**src/hdl/smcp_pkg.sv**
```systemverilog
// ----------------------------------------------------------------------------
// smcp_pkg
// Shared types and constants of the status message character parser.
// ----------------------------------------------------------------------------
package smcp_pkg;

  localparam int unsigned CodeW = 8;

  typedef struct packed {
    logic             message_done;
    logic [CodeW-1:0] radio;
    logic [CodeW-1:0] system;
    logic [CodeW-1:0] storage;
  } result_t;

endpackage

```
**src/hdl/smcp_core.sv**
```systemverilog
// ----------------------------------------------------------------------------
// smcp_core
// Parse state and status codes; one character per step, result is the
// post-step view of the status codes plus the message completion flag.
// ----------------------------------------------------------------------------
module smcp_core (
  input  logic              clk_i,
  input  logic              rst_ni,
  input  logic              step_i,
  input  logic [7:0]        ch_i,
  output smcp_pkg::result_t res_o
);
  import smcp_pkg::*;

  localparam logic [2:0] PhWaitBrace = 3'd0;
  localparam logic [2:0] PhWaitQuote = 3'd1;
  localparam logic [2:0] PhKeyOne    = 3'd2;
  localparam logic [2:0] PhKeyTwo    = 3'd3;
  localparam logic [2:0] PhKeyThree  = 3'd4;
  localparam logic [2:0] PhEndQuote  = 3'd5;
  localparam logic [2:0] PhWaitColon = 3'd6;
  localparam logic [2:0] PhValue     = 3'd7;

  localparam logic [7:0] ChLBrace   = 8'h7B;
  localparam logic [7:0] ChRBrace   = 8'h7D;
  localparam logic [7:0] ChColon    = 8'h3A;
  localparam logic [7:0] ChComma    = 8'h2C;
  localparam logic [7:0] ChQuote    = 8'h22;
  localparam logic [7:0] ChSpace    = 8'h20;
  localparam logic [7:0] ChTab      = 8'h09;
  localparam logic [7:0] ChZero     = 8'h30;
  localparam logic [7:0] ChNine     = 8'h39;
  localparam logic [7:0] KeyStorage = 8'h54;
  localparam logic [7:0] KeySystem  = 8'h59;
  localparam logic [7:0] KeyRadio   = 8'h44;

  logic [2:0]       phase_q, phase_d;
  logic [7:0]       key_q, key_d;
  logic [CodeW-1:0] acc_q, acc_d;
  logic [CodeW-1:0] storage_q, storage_d;
  logic [CodeW-1:0] system_q, system_d;
  logic [CodeW-1:0] radio_q, radio_d;

  logic             blank;
  logic             digit;
  logic [3:0]       digit_val;
  logic [11:0]      acc_ext;
  logic [11:0]      acc_sum;
  logic [CodeW-1:0] acc_sat;
  logic             commit;
  logic             done;

  assign blank     = (ch_i == ChSpace) || (ch_i == ChTab);
  assign digit     = (ch_i >= ChZero) && (ch_i <= ChNine);
  assign digit_val = ch_i[3:0];
  assign acc_ext   = {4'b0000, acc_q};
  assign acc_sum   = (acc_ext << 3) + (acc_ext << 1) + {8'b0, digit_val};
  assign acc_sat   = (acc_sum > 12'd255) ? 8'hFF : acc_sum[7:0];

  always_comb begin
    phase_d = phase_q;
    key_d   = key_q;
    acc_d   = acc_q;
    commit  = 1'b0;
    done    = 1'b0;
    unique case (phase_q)
      PhWaitBrace: begin
        phase_d = (ch_i == ChLBrace) ? PhWaitQuote : PhWaitBrace;
      end
      PhWaitQuote: begin
        if (ch_i == ChQuote) begin
          phase_d = PhKeyOne;
        end else if (!blank) begin
          phase_d = PhWaitBrace;
        end
      end
      PhKeyOne: begin
        phase_d = PhKeyTwo;
      end
      PhKeyTwo: begin
        key_d   = ch_i;
        phase_d = PhKeyThree;
      end
      PhKeyThree: begin
        phase_d = PhEndQuote;
      end
      PhEndQuote: begin
        phase_d = (ch_i == ChQuote) ? PhWaitColon : PhWaitQuote;
      end
      PhWaitColon: begin
        if (ch_i == ChColon) begin
          acc_d   = '0;
          phase_d = PhValue;
        end else if (!blank) begin
          phase_d = PhWaitQuote;
        end
      end
      PhValue: begin
        if (digit) begin
          acc_d = acc_sat;
        end else if (blank) begin
          phase_d = PhValue;
        end else if (ch_i == ChComma) begin
          commit  = 1'b1;
          phase_d = PhWaitQuote;
        end else if (ch_i == ChRBrace) begin
          commit  = 1'b1;
          done    = 1'b1;
          phase_d = PhWaitBrace;
        end else begin
          phase_d = PhWaitBrace;
        end
      end
    endcase
  end

  always_comb begin
    storage_d = storage_q;
    system_d  = system_q;
    radio_d   = radio_q;
    if (commit) begin
      if (key_q == KeyStorage) begin
        storage_d = acc_q;
      end else if (key_q == KeySystem) begin
        system_d = acc_q;
      end else if (key_q == KeyRadio) begin
        radio_d = acc_q;
      end
    end
  end

  always_ff @(posedge clk_i or negedge rst_ni) begin
    if (!rst_ni) begin
      phase_q   <= PhWaitBrace;
      key_q     <= '0;
      acc_q     <= '0;
      storage_q <= '0;
      system_q  <= '0;
      radio_q   <= '0;
    end else if (step_i) begin
      phase_q   <= phase_d;
      key_q     <= key_d;
      acc_q     <= acc_d;
      storage_q <= storage_d;
      system_q  <= system_d;
      radio_q   <= radio_d;
    end
  end

  assign res_o.message_done = done;
  assign res_o.storage      = storage_d;
  assign res_o.system       = system_d;
  assign res_o.radio        = radio_d;

endmodule

```
**src/hdl/status_message_char_parser.sv**
```systemverilog
// ----------------------------------------------------------------------------
// status_message_char_parser
// Status message parser: one character word in, one status word out.
//
//   channel  dir  tdata fields (low bit up)                tlast
//   s_axis   in   ch[7:0]                                  -
//   m_axis   out  storage[7:0] system[15:8] radio[23:16]   message_done
//
// One character per cycle while s_axis_tready_o is high; each result is
// registered in the result register, or in the skid entry during a stall.
// A two-entry output (result register plus skid) keeps input flowing during
// an output stall until the skid fills; s_axis_tready_o drops only with both full.
// Reset clears the parser to brace search and all status codes to zero.
// ----------------------------------------------------------------------------
module status_message_char_parser (
  input  logic        clk_i,
  input  logic        rst_ni,
  input  logic        s_axis_tvalid_i,
  output logic        s_axis_tready_o,
  input  logic [7:0]  s_axis_tdata_i,   // ch[7:0]
  output logic        m_axis_tvalid_o,
  input  logic        m_axis_tready_i,
  output logic [23:0] m_axis_tdata_o,   // storage[7:0], system[15:8], radio[23:16]
  output logic        m_axis_tlast_o    // message_done
);
  import smcp_pkg::*;

  logic    in_fire;
  result_t res;
  result_t out_q, skid_q;
  logic    out_valid_q, skid_valid_q;

  assign s_axis_tready_o = !skid_valid_q;
  assign in_fire         = s_axis_tvalid_i && s_axis_tready_o;

  smcp_core u_core (
    .clk_i  (clk_i),
    .rst_ni (rst_ni),
    .step_i (in_fire),
    .ch_i   (s_axis_tdata_i),
    .res_o  (res)
  );

  always_ff @(posedge clk_i or negedge rst_ni) begin
    if (!rst_ni) begin
      out_valid_q  <= 1'b0;
      skid_valid_q <= 1'b0;
    end else if (!out_valid_q || m_axis_tready_i) begin
      out_valid_q  <= skid_valid_q || in_fire;
      skid_valid_q <= 1'b0;
    end else if (in_fire) begin
      skid_valid_q <= 1'b1;
    end
  end

  always_ff @(posedge clk_i) begin
    if (!out_valid_q || m_axis_tready_i) begin
      out_q <= skid_valid_q ? skid_q : res;
    end else if (in_fire) begin
      skid_q <= res;
    end
  end

  assign m_axis_tvalid_o = out_valid_q;
  assign m_axis_tdata_o  = {out_q.radio, out_q.system, out_q.storage};
  assign m_axis_tlast_o  = out_q.message_done;

endmodule

```
**config.mk**
```make
export PLATFORM = sky130hd
export DESIGN_NAME = status_message_char_parser
export DESIGN_NICKNAME = d
export VERILOG_FILES = /design/src/hdl/smcp_pkg.sv /design/src/hdl/smcp_core.sv /design/src/hdl/status_message_char_parser.sv
export SDC_FILE = /design/constraint.sdc
export NUM_CORES = 1
export LEC_CHECK = 0
export ABC_AREA = 1
export BUFFER_PORTS_ARGS = -buffer_cell sky130_fd_sc_hd__buf_2
export CAP_MARGIN = 20
export CORE_MARGIN = 2
export CORE_UTILIZATION = 45
export CTS_CLUSTER_DIAMETER = 200
export DETAILED_ROUTE_END_ITERATION = 10
export GPL_TIMING_DRIVEN = 1
export HOLD_SLACK_MARGIN = 0.02
export PLACE_DENSITY_LB_ADDON = 0.2
export SLEW_MARGIN = 20
export SYNTH_ARGS = -nofsm -noshare
export SYNTH_HDL_FRONTEND = slang
export SYNTH_SLANG_ARGS = --single-unit
```
**constraint.sdc**
```tcl
create_clock -name clk_i -period 2.3 [get_ports clk_i]
set_input_delay 0.46 -clock clk_i [delete_from_list [all_inputs] [get_ports clk_i]]
set_output_delay 0.46 -clock clk_i [all_outputs]
set_load 0.01 [all_outputs]
```
Word-level counts from Yosys, hierarchy flattened
Index checks and enable logic that the tools add are counted.
Word-level totals
  register bits: 95
  output and inout port bits: 27
Operators by class
  add/sub/neg operators: 2
  magnitude comparators: 3
  equal/unequal tests: 22
  muxes and demuxes: 35
  bitwise logic cells: 1
  reduce and logical (&&, ||, !) cells: 14
Operator list (count)
  2-to-1 mux 8 bit: 12
  equality test 8 x 7 -> 1 bit, second input constant: 5
  equality test 8 x 6 -> 1 bit, second input constant: 4
  2-to-1 mux 25 bit: 1
  case mux 3 bit (8 select lines): 1
  2-to-1 mux 3 bit: 7
  case mux 8 bit (2 select lines): 1
  2-to-1 mux 1 bit: 13
  adder 11 x 9 -> 12 bit: 1
  adder 12 x 4 -> 12 bit: 1
  equality test 3 bit, second input constant: 4
  > comparator 12 x 8 -> 1 bit, second input constant: 1
  equality test 8 x 4 -> 1 bit, second input constant: 1
  greater-or-equal comparator 8 x 6 -> 1 bit, second input constant: 1
  <= comparator 8 x 6 -> 1 bit, second input constant: 1
  AND reduction 4 bit: 2
  equality test 3 x 2 -> 1 bit, second input constant: 2
  inequality test 3 bit, second input constant: 2
  inequality test 2 x 1 -> 1 bit, second input constant: 2
  AND reduction 2 bit: 2
  nonzero test 2 bit: 2
  equality test 3 x 1 -> 1 bit, second input constant: 1
  zero test 3 bit: 1
  logical OR 1 bit: 3
  other kinds (4): 6

Logic depth before layout (Yosys ltp)
Gate-level depths: netlist of run 1.
  word-level depth: 8
  mapped depth: 12
  mapped depth without buffers: 12

Cells and area by module
Synthesis of run 1 repeated with hierarchy kept, for this count alone.
Unflattened totals
  cells, all modules: 644
  area, all modules: 5200.0 um2
Modules (own cells, without submodules)
  smcp_core: times used 1, cells an instance 503, area an instance 3245.6 um2
  status_message_char_parser: times used 1, cells an instance 141, area an instance 1954.4 um2

Worst setup path before layout of run 1
Ideal clock, no wire load.
  kind: input to register
  start: input port m_axis_tready_i
  end: register skid_q[0] (netlist bit) (enable)
  library setup time: 407 ps
  arrival time: 2249 ps
  data required time: 1893 ps
  slack: -356 ps
  stages on the path: 3
  cell sequence: inv_1 nand2_1 nor2_1
On the way
  word-level cells in the longest chain between the ends: 3
Ends and longest elaborated chain
  start, declared: RTL line status_message_char_parser.sv:22  | input logic m_axis_tready_i,
  logical OR 1 bit: RTL line status_message_char_parser.sv:57  | if (!out_valid_q || m_axis_tready_i) begin
  NOT 1 bit (no source line)
  AND reduction 2 bit (no source line)
  end signal, assigned: RTL line status_message_char_parser.sv:60  | skid_q <= res;
  end, declared: RTL line status_message_char_parser.sv:30  | result_t out_q, skid_q;
No other way between the ends.
A chain may end at the register's enable or synchronous reset.

Worst setup path in the final report of run 1
  start: register u_core.acc_q[0]
  end: register u_core.acc_q[4]
On the way
  word-level cells in the longest chain between the ends: 6
Ends and longest elaborated chain
  start, declared: RTL line smcp_core.sv:39  | logic [CodeW-1:0] acc_q, acc_d;
  start signal, assigned: RTL line smcp_core.sv:136  | acc_q <= '0;
  start signal, assigned: RTL line smcp_core.sv:143  | acc_q <= acc_d;
  adder 11 x 9 -> 12 bit (*): RTL line smcp_core.sv:57  | assign acc_sum = (acc_ext << 3) + (acc_ext << 1) + {8'b0, digit_val};
  adder 12 x 4 -> 12 bit (*): RTL line smcp_core.sv:57
  > comparator 12 x 8 -> 1 bit: RTL line smcp_core.sv:58  | assign acc_sat = (acc_sum > 12'd255) ? 8'hFF : acc_sum[7:0];
  2-to-1 mux 8 bit (*): RTL line smcp_core.sv:58
  2-to-1 mux 8 bit (*): RTL line smcp_core.sv:99  | if (digit) begin
  case mux 8 bit (2 select lines) (*): RTL line smcp_core.sv:66  | unique case (phase_q)
Mark *: on every way between the ends. The rest lies on a longest branch, timed or not. The select of a mux whose other input is x is not followed.

==> flow_summary.toml, run 1 <==
[status]
outcome = "completed"

[layout]
layout-drive-gt1-share = 0.1833
fillCellCount = 1044
finalNonFillerCells = 811
area_growth_syn_to_layout_pct = 12.26
num-nets-final = 695
utilization_after_layout = 0.5188
antenna-diode-count = 0

[pwr]
worst_ir_drop_vdd_v = 0.0002341
leakagePower_nw = 2.792
pwr_density_cell_nw_per_um2 = 548.6

[die]
num_io_pins = 39
die_w_um = 109.8
floorplan.core_area_um2 = 10890
area_of_the_die_um2 = 12050
floorplan.die.height_um = 109.8
initial_utilization = 0.4622
placementRows = 38

[synthesis]
synth_top_area_cell = "sky130_fd_sc_hd__edfxtp_1"
synth_top_cell_area_share = 0.2984
synth_area_leaders = "sky130_fd_sc_hd__edfxtp_1, sky130_fd_sc_hd__nand2_1, sky130_fd_sc_hd__dfrtp_1"
asr_flop_ratio_synth = 0.4737
synth_flop_cell = "sky130_fd_sc_hd__edfxtp_1"
yosysSeqAreaShare = 0.5221
synth_most_common_cell = "sky130_fd_sc_hd__nand2_1"
synth_fp_nets = 643
synthesis.instances = 614
synth_cell_type_count = 35
synth_warnings = 0
postSynthAreaPerCell_um2 = 8.196
synth_area_um2 = 5032
synth.ff_latch_count = 95
synth_edf_count = 50
synth.top_cells.by_count = "sky130_fd_sc_hd__nand2_1, sky130_fd_sc_hd__edfxtp_1, sky130_fd_sc_hd__dfrtp_1"

[timing]
finalSetupViolations = 0
fin_ws_ns = 0.1627
max_slew.worst_pin.slew_ns = 0.7484
final_max_slew_viols = 0
totalNegativeSetupSlack_ns = 0
slew_headroom = 0.5011
max_freq_mhz = 467.9
finalCriticalPeriod_ns = 2.137
hold_viol = 0
setup_repair_after_global_routing_missed_its_margin = "false"
final_min_period_over_clock_period = 0.9293
hold-worst-slack_ns = 0.1474
timing.clock.skew_ns = 0.008468

[placed_design]
dp_slack_ns = -0.1327
place.gp.congestion = 0.8337
numPlacedInstances = 795
port_buffers = 38
post-dp-hpwl_mm = 7.748

[setup_path]
critical-path-top-cell-by-count = "sky130_fd_sc_hd__nand2_1"
crit_path_start = "u_core.acc_q[0]"
critPathMaxStageDelay_ns = 0.54
timing.critical_path.fanout_max = 8
setup.worst_path.start_class = "flop"
reg2reg_to = "u_core.acc_q[4]"
worst-setup-path-type = "flop to flop"
required_ns = 2.57
regToRegStartpoint = "u_core.acc_q[0]"
cp-endpoint = "u_core.acc_q[4]"
crit_arrival_ns = 2.41
r2r.worst_path.cells = 11
setup.reg_to_reg.worst_slack_ns = 0.16
crit_chain = "fa_1, ha_1, nand3_1, nand3_2, nand2_2, nand2_1, a21oi_2, buf_6, nand3_1, nand2_1, nand2_1"
critPathSlowestCell = "sky130_fd_sc_hd__fa_1"
type_of_element_capturing_the_critical_path = "flop"

[routing]
ant_nets = 0
drt-total-wl_mm = 10.71
detail_route.wl_per_cell_um = 13.20
vias = 4043
wire_length_on_met1_mm = 4.937
dr.pass1.iters = 5
top_layer = "met4"
drc = 0
route.met3.wl_um = 408
wl_met2_mm = 5.101
iteration_0_drc_count_of_the_detailed_router = 264
avgViaCountPerCell = 4.985

[grt]
globalRoute.totalOverflow = 0
grt_max_degree = 35
first_global_vias = 3824
grt.total_usage = 0.1991
antenna_found_initial = 0
grt_first_pass_wirelength_mm = 18.42

[clock_network]
number_of_buffers_created_by_cts = 9
postCtsSetupRepairBufs = 0
tritoncts = "built"
clock_latency_ns = 0.37
clkSinkCount = 95
post_cts_resized = 0
cts_htree_levels = 3
cts.clk_slew.worst_paths_ns = 0.09
cts.root.buffer_cell = "sky130_fd_sc_hd__clkbuf_8"
cts_max_path_buffers = 2
postCtsHoldBufs = 0

[run]
max-cap-violations = 0

[worst_hold_path]
min_path_type = "input port to asynchronous set/reset pin"
-- worst min path at each step --
| stage | from | end | slack (ns) | cells past startpoint |
|---|---|---|---|---|
| global route | rst_ni | u_core.phase_q[0] | 0.21 | 1 |
| detailed placement | u_core.system_q[6] | u_core.system_q[6] | 0.49 | 2 |
| floorplan | rst_ni | m_axis_tvalid_o | 0.16 | 0 |
| global placement | u_core.key_q[7] | u_core.key_q[7] | 0.48 | 2 |
| finish | rst_ni | u_core.phase_q[0] | 0.15 | 1 |
| CTS | rst_ni | u_core.phase_q[0] | 0.16 | 1 |
-- critical path, delay by kind of cell, from the launching register on --
| kind | cells | cell delay [ns] |
|---|---|---|
| adders and majority gates | 2 | 0.85 |
| and+or+nand+nor | 7 | 0.49 |
| DFF | 1 | 0.42 |
| AOI/OAI and AO/OA | 1 | 0.14 |
| buffers and inverters | 1 | 0.14 |
-- state kept, by name (all words and copies together), names as in the netlist --
| register | flops |
|---|---|
| skid_q | 25 |
| m_axis_tdata_o | 24 |
| u_core.acc_q | 8 |
| u_core.key_q | 8 |
| u_core.radio_q | 8 |
| u_core.storage_q | 8 |
| u_core.system_q | 8 |
| u_core.phase_q | 3 |
| m_axis_tlast_o | 1 |
| m_axis_tvalid_o | 1 |
| skid_valid_q | 1 |
-- logic make-up (layout without fill, tap and decap cells) --
kind of cell	after synthesis	count (layout)	synth area share
DFF	95	95	0.5221
and+or+nand+nor	405	405	0.3381
xor gates and xnor gates	3	3	0.005222
muxes	1	1	0.002238
buffers and inverters	56	113	0.04873
AOI/OAI and AO/OA	37	37	0.03829
adders and majority gates	17	17	0.04525
-- routing by layer --
metal | global-route usage | vias to the layer above
met2 | 0.3298 | 88
li1 | - | 2062
met1 | 0.2619 | 1876
met4 | 0.08499 | 0
met5 | 0 | -
met3 | 0.02727 | 17
-- final cells by class --
| type | instances | area [µm²] | share of cell area |
|---|---|---|---|
| Timing Repair Buffer | 58 | 344.1 | 0.06091 |
| Clock buffer | 9 | 123.9 | 0.02193 |
| Tap cell | 140 | 175.2 | 0.03101 |
| Sequential cell | 95 | 2628 | 0.4651 |
| Clock inverter | 7 | 40.04 | 0.007087 |
| Multi-Input combinational cell | 463 | 2185 | 0.3867 |
| Inverter | 39 | 153.9 | 0.02724 |
-- cell usage in the layout (no fill, tap or decap), types with 5 or more instances in the layout --
master                     netlist  final
sky130_fd_sc_hd__nand2_1       307    305
sky130_fd_sc_hd__nand3_1        30     28
sky130_fd_sc_hd__edfxtp_1       50     50
sky130_fd_sc_hd__inv_1          33     33
sky130_fd_sc_hd__ha_1           15     15
sky130_fd_sc_hd__dfrtp_1        45     45
sky130_fd_sc_hd__buf_2           4     38
sky130_fd_sc_hd__nand2_2        27     28
sky130_fd_sc_hd__nor2_1         22     21
sky130_fd_sc_hd__o21ai_0        15     15
sky130_fd_sc_hd__o21ai_1        18     18
sky130_fd_sc_hd__clkbuf_8        0      9
sky130_fd_sc_hd__buf_4           2     19
sky130_fd_sc_hd__clkinv_2        0      5
-- where the power goes --
part | leakage [nW] | total, mW | switching, mW | internal (mW)
Combinational | 1.61 | 0.253 | 0.177 | 0.0767
Sequential | 1.09 | 1.88 | 0.0154 | 1.87
Clock | 0.0846 | 0.964 | 0.581 | 0.383
-- stage by stage --
stage / instance area (µm²) / total power, mW
detailed placement: 5459 / 2.178
floorplan: 5035 / 2.055
finish: 5649 / 3.099
global placement: 5459 / 2.171
CTS: 5623 / 3.141
global route: 5649 / 3.244
Note: power is estimated with default switching activity, not from simulation.
==> inputs of run 2 (changes only) <==
--- a/config.mk
+++ b/config.mk
@@ -10,6 +10,7 @@
 export CAP_MARGIN = 20
 export CORE_MARGIN = 2
 export CORE_UTILIZATION = 45
+export CTS_BUF_LIST = sky130_fd_sc_hd__clkbuf_4
 export CTS_CLUSTER_DIAMETER = 200
 export DETAILED_ROUTE_END_ITERATION = 10
 export GPL_TIMING_DRIVEN = 1
==> constraint.sdc (replaced) <==
create_clock -name clk_i -period 2.3 [get_ports clk_i]
set_input_delay 0.46 -clock clk_i [delete_from_list [all_inputs] [get_ports clk_i]]
set_output_delay 0.46 -clock clk_i [all_outputs]
set_load 0.05 [all_outputs]
==> flow_summary.toml, run 2 (synthesized netlist as in run 1, its figures left out) <==
[pwr]
pwr-share-clk = 0.305
switching_power_uw = 876.8
power_switching_share = 0.2671
worst_ir_drop_vdd_v = 0.0003695
pwr_density_cell_nw_per_um2 = 577.1
part_of_the_power_in_combinational_logic = 0.122
p_seq_frac = 0.573
cell_internal_pwr_mw = 2.406
leakagePower_nw = 2.802
design_power_total_mw = 3.282

[setup_path]
dominant_delay_contributor_by_cell_family_on_the_critical_path = "adder cells"
type_of_element_capturing_the_critical_path = "flop"
worstPathBufferInverterCount = 1
crit_chain = "fa_1, fa_2, nand2_1, nand2_1, nand3_1, nor2_1, nand2_1, a21oi_2, buf_6, nand3_1, nand2_1, nand2_1"
critPathSlowestCell = "sky130_fd_sc_hd__fa_1"
timing.critical_path.fanout_max = 8
setup.worst_path.start_class = "flop"
critPathMaxStageDelay_ns = 0.59
critical-path-top-cell-by-count = "sky130_fd_sc_hd__nand2_1"
crit_arrival_ns = 2.51
required_ns = 2.67
worst-setup-path-type = "flop to flop"

[timing]
max_slew.worst_pin.slew_ns = 0.4158
final_max_slew_viols = 0
final_min_period_over_clock_period = 0.9331
slew_headroom = 0.7221
finalSetupViolations = 0
max_freq_mhz = 465.9
timing.clock.skew_ns = 0.02195
hold_viol = 0
setup_repair_after_global_routing_missed_its_margin = "false"
finalCriticalPeriod_ns = 2.146

[layout]
finalNonFillerCells = 812
antenna-diode-count = 0
layout_common_cells = "sky130_fd_sc_hd__nand2_1, sky130_fd_sc_hd__edfxtp_1, sky130_fd_sc_hd__dfrtp_1, sky130_fd_sc_hd__buf_2, sky130_fd_sc_hd__inv_1"
largest-register = "skid_q"
utilization_after_layout = 0.5224
layout-drive-gt1-share = 0.1860
layout_commonest_cell = "sky130_fd_sc_hd__nand2_1"
num-nets-final = 696
area_growth_syn_to_layout_pct = 13.03
largest_register_ff_count = 25

[routing]
dr.pass1.iters = 5
vias = 4091
avgViaCountPerCell = 5.038
iteration_0_drc_count_of_the_detailed_router = 194
detail_route.wl_per_cell_um = 13.39
drt-total-wl_mm = 10.87
ant_nets = 0
drc = 0

[clock_network]
cts.root.buffer_cell = "sky130_fd_sc_hd__clkbuf_4"
cts_htree_levels = 3
cts.clk_slew.worst_paths_ns = 0.15
number_of_buffers_created_by_cts = 9
clock_latency_ns = 0.46
clkSinkCount = 95
cts_max_path_buffers = 2
tritoncts = "built"

[grt]
grt_first_pass_wirelength_mm = 18.69
grt.total_usage = 0.2030
globalRoute.totalOverflow = 0
grt_max_degree = 28
antenna_found_initial = 0
first_global_vias = 3990

[placed_design]
place.gp.congestion = 0.8436
numPlacedInstances = 795
port_buffers = 38
post-dp-hpwl_mm = 7.794

[run]
max-cap-violations = 0

[die]
die_w_um = 109.8
placementRows = 38
floorplan.die.height_um = 109.8
area_of_the_die_um2 = 12050
num_io_pins = 39
initial_utilization = 0.4622
floorplan.core_area_um2 = 10890

[worst_hold_path]
min_path_type = "input port to flop"

[status]
outcome = "completed"
## run 2: cell count changes in the layout (fill, tap and decap cells not counted), sizes merged
cell         change
dlygate4sd3      +1
inv              +1
clkinv           -3
clkbuf           +2
clkinvlp         -2
bufinv           +2
## run 2: power groups by stage
stage	Combinational, mW	Sequential, mW	Clock, mW
4_1_cts	0.407	1.88	1.02
6_report	0.400	1.88	1.00
3_3_place_gp	0.401	1.92	0
5_1_grt	0.436	1.89	1.09
3_5_place_dp	0.405	1.92	0
2_1_floorplan	0.115	2.08	0
## run 2: worst paths after layout
kind | start | end | slack [ns] | cells after the start
max in group asynchronous | rst_ni | m_axis_tvalid_o | 1.44 | 3
min in group asynchronous | rst_ni | u_core.phase_q[0] | 0.30 | 2
worst min-delay path | s_axis_tvalid_i | m_axis_tvalid_o | 0.24 | 3
worst min register to register | u_core.key_q[7] | u_core.key_q[7] | 0.51 | 2
worst max register to register | u_core.acc_q[0] | u_core.acc_q[6] | 0.15 | 12
worst max-delay path | u_core.acc_q[0] | u_core.acc_q[6] | 0.15 | 12
## run 2: worst min-delay path: cells and delay by family
kind	cells	cell delay, ns
simple gates	2	0.10
buf+inv	1	0.10
## run 2: layout make-up
cell class | count | area [µm²]
Clock buffer | 11 | 82.58
Clock inverter | 5 | 72.57
Fill cell | 1079 | 5200
Inverter | 39 | 153.9
Multi-Input combinational cell | 463 | 2210
Sequential cell | 95 | 2628
Tap cell | 140 | 175.2
Timing Repair Buffer | 59 | 366.6
## run 2: stage by stage
stage          TNS, ns  area [µm²]  setup slack, ns  hold WS (ns)
3_5_place_dp    -1.085        5477          -0.1534        0.2682
6_report             0        5688           0.1538        0.2424
4_1_cts              0        5642          0.03405        0.2214
5_1_grt              0        5688         0.003106        0.2460
2_1_floorplan        0        5040          0.03699        0.1644
3_3_place_gp   -0.8277        5477          -0.1080        0.2743
## run 2: per-layer routing
metal / wire length (µm) / GRT usage
met5: 0 / 0
met4: 320 / 0.1040
met3: 461 / 0.02964
met2: 5131 / 0.3320
met1: 4957 / 0.2622
## run 2: timing repair
item,4_1_cts,5_1_grt
gates resized for setup,0,10
hold buffers,1,0
endpoints found under the hold margin,20,0
setup buffers,0,0
endpoints found under the setup margin,0,8
==> inputs of run 3 (changes only) <==
--- a/config.mk
+++ b/config.mk
@@ -5,7 +5,7 @@
 export SDC_FILE = /design/constraint.sdc
 export NUM_CORES = 1
 export LEC_CHECK = 0
-export ABC_AREA = 1
+export ABC_AREA = 0
 export BUFFER_PORTS_ARGS = -buffer_cell sky130_fd_sc_hd__buf_2
 export CAP_MARGIN = 20
 export CORE_MARGIN = 2
==> flow_summary.toml, run 3 <==
[grt]
grt.total_usage = 0.1800
first_global_vias = 2951
grt_first_pass_wirelength_mm = 15.36
antenna_found_initial = 0
globalRoute.totalOverflow = 0
grt_max_degree = 28

[routing]
vias = 2984
drc = 0
ant_nets = 0
detail_route.wl_per_cell_um = 16.94
drt-total-wl_mm = 9.654
iteration_0_drc_count_of_the_detailed_router = 104
dr.pass1.iters = 4
avgViaCountPerCell = 5.235

[layout]
antenna-diode-count = 0
layout_commonest_cell = "sky130_fd_sc_hd__buf_4"
finalInstanceArea_um2 = 5781
num-nets-final = 458
area_growth_syn_to_layout_pct = 23.66
layout-drive-gt1-share = 0.5069
layout_common_cells = "sky130_fd_sc_hd__buf_4, sky130_fd_sc_hd__edfxtp_1, sky130_fd_sc_hd__mux2_4, sky130_fd_sc_hd__dfrtp_1, sky130_fd_sc_hd__buf_2"
finalNonFillerCells = 570
largest_register_ff_count = 25
utilization_after_layout = 0.5676
largest-register = "skid_q"
fillCellCount = 848

[synthesis]
synth_area_leaders = "sky130_fd_sc_hd__edfxtp_1, sky130_fd_sc_hd__dfrtp_1, sky130_fd_sc_hd__mux2_2"
synth-simple-area-share = 0.09556
synth_top_area_cell = "sky130_fd_sc_hd__edfxtp_1"
asr_flop_ratio_synth = 0.4737
yosysSeqAreaShare = 0.5621
synth_warnings = 0
synth_cell_type_count = 53
synth.top_cells.by_count = "sky130_fd_sc_hd__mux2_2, sky130_fd_sc_hd__edfxtp_1, sky130_fd_sc_hd__dfrtp_1"
synth_area_um2 = 4674
synth_top_cell_area_share = 0.3212
synth_fp_nets = 361
muxShareOfSynthArea = 0.2117
synth.ff_latch_count = 95
yosys.area_share.xor_xnor = 0.007495
synth_compound_gate_area_share = 0.05567
post_synth_fa_ha_maj_area_fraction = 0.04872
synth_most_common_cell = "sky130_fd_sc_hd__mux2_2"
synth_flop_cell = "sky130_fd_sc_hd__edfxtp_1"
synthesis.instances = 332
postSynthAreaPerCell_um2 = 14.08
largest_family_of_logic_cells_by_synthesized_area = "multiplexers"
synth_edf_count = 50

[timing]
setup_repair_after_global_routing_missed_its_margin = "true"
max_freq_mhz = 438.1
hold-worst-slack_ns = 0.3030
hold_viol = 0
slew_headroom = 0.6073
timing.clock.skew_ns = 0.01641
finalSetupViolations = 0
max_slew.worst_pin.slew_ns = 0.5869
final_max_slew_viols = 0
finalCriticalPeriod_ns = 2.283
final_min_period_over_clock_period = 0.9925

[setup_path]
worst-setup-path-type = "flop to flop"
crit_chain = "nor4b_4, nand4_1, buf_6, nor3_4, buf_6, mux2_4, mux2_2"
crit_path_start = "u_core.key_q[1]"
required_ns = 2.52
crit_arrival_ns = 2.50
regToRegStartpoint = "u_core.key_q[1]"
setup.worst_path.start_class = "flop"
timing.critical_path.fanout_max = 5
critPathMaxStageDelay_ns = 0.43
dominant_delay_contributor_by_cell_family_on_the_critical_path = "simple AND/OR/NAND/NOR gates"
critPathSlowestCell = "sky130_fd_sc_hd__dfrtp_1"
worstPathBufferInverterCount = 2
critical-path-top-cell-by-count = "sky130_fd_sc_hd__buf_6"
type_of_element_capturing_the_critical_path = "flop"

[pwr]
switching_power_mw = 1.179
design_power_total_mw = 3.840
worst_ir_drop_vdd_v = 0.0002851
cell_internal_pwr_mw = 2.662
power_switching_share = 0.3069
pwr_density_cell_nw_per_um2 = 664.4
part_of_the_power_in_combinational_logic = 0.232
p_seq_frac = 0.533
leakagePower_nw = 2.746
pwr-share-clk = 0.235

[die]
num_io_pins = 39
floorplan.core_area_um2 = 10180
floorplan.die.height_um = 105.9
initial_utilization = 0.4590
area_of_the_die_um2 = 11220
die_w_um = 105.9
placementRows = 37

[clock_network]
tritoncts = "built"
clock_latency_ns = 0.45
cts_max_path_buffers = 2
cts.root.buffer_cell = "sky130_fd_sc_hd__clkbuf_4"
number_of_buffers_created_by_cts = 9
cts.clk_slew.worst_paths_ns = 0.14
clkSinkCount = 95
cts_htree_levels = 3

[status]
outcome = "completed"

[worst_hold_path]
min_path_type = "input port to flop"
min-delay-start = "s_axis_tdata_i[6]"

[placed_design]
placedInstanceArea_um2 = 5339
post-dp-hpwl_mm = 6.529
place.gp.congestion = 0.8260
numPlacedInstances = 542
port_buffers = 38

[run]
max-cap-violations = 0
==> run 3: changes by cell type after synthesis, moves of 11 or more <==
| cell | delta |
|---|---|
| sky130_fd_sc_hd__nand2_1 | -285 |
| sky130_fd_sc_hd__mux2_2 | +62 |
| sky130_fd_sc_hd__nand2_2 | -25 |
| sky130_fd_sc_hd__mux2_4 | +18 |
| sky130_fd_sc_hd__nand3_1 | -27 |
| sky130_fd_sc_hd__inv_1 | -28 |
| sky130_fd_sc_hd__o21ai_1 | -18 |
| sky130_fd_sc_hd__nor2_1 | -11 |
==> run 3: per-layer routing <==
layer  up-vias  global-route usage  share of wire
li1       1449                   -              -
met1      1479              0.2496           0.48
met2        47              0.2853           0.48
met3         9             0.03311          0.028
met4         0             0.06485          0.012
met5         -                   0              0
==> run 3: path summary, 6_finish.rpt <==
kind	end	slack, ns	cells after the start
hold / removal	u_core.key_q[6]	0.30	2
min in group asynchronous	u_core.phase_q[1]	0.41	2
setup reg to reg	m_axis_tdata_o[17]	0.02	7
max in group asynchronous	u_core.acc_q[2]	1.33	3
setup / recovery	m_axis_tdata_o[17]	0.02	7
hold reg to reg	u_core.storage_q[5]	0.52	1
==> run 3: final cells by class <==
type | count | area [µm²] | share of cell area
Timing Repair Buffer | 97 | 661.9 | 0.1145
Clock inverter | 6 | 60.06 | 0.01039
Sequential cell | 95 | 2629 | 0.4548
Tap cell | 136 | 170.2 | 0.02944
Multi-Input combinational cell | 220 | 2162 | 0.3740
Clock buffer | 10 | 75.07 | 0.01299
Inverter | 6 | 22.52 | 0.003896
==> run 3: repair_timing <==
action                     CTS  global route
pin swaps                   14            13
hold buffers                 1             0
resized for setup           29            32
setup endpoints to repair   48            32
buffers inserted             7             3
cloned                       2             0
hold endpoints to repair    12             0
==> run 3: cells by family (layout without fill, tap and decap cells) <==
group,Yosys count,count (layout)
AO/OA/AOI/OAI,40,40
multiplexers,82,82
AND/OR/NAND/NOR,77,77
XOR/XNOR,4,4
adder cells (fa/ha/maj),17,17
flip-flops,95,95
buffers and inverters,17,119
==> run 3: worst reg2reg max path, delay by kind of cell (launching register included) <==
| kind | cells | cell delay, ns |
|---|---|---|
| multiplexers | 2 | 0.57 |
| AND/OR/NAND/NOR | 3 | 0.71 |
| flip-flops | 1 | 0.43 |
| buffers and inverters | 2 | 0.34 |
==> run 3: through the flow <==
step | TNS (ns) | setup WS, ns
finish | 0 | 0.01736
CTS | -0.08612 | -0.02068
detailed placement | -7.153 | -0.2854
floorplan | -0.2747 | -0.01735
global placement | -5.501 | -0.2430
global route | -1.177 | -0.09750
==> run 3: power groups by stage <==
stage | Clock (mW) | Combinational [mW] | Sequential [mW]
after floorplan | 0 | 0.453 | 2.20
after global placement | 0 | 0.853 | 2.06
after detailed placement | 0 | 0.859 | 2.07
after CTS | 0.924 | 0.884 | 2.05
after global routing | 1.00 | 0.969 | 2.07
final | 0.901 | 0.892 | 2.05
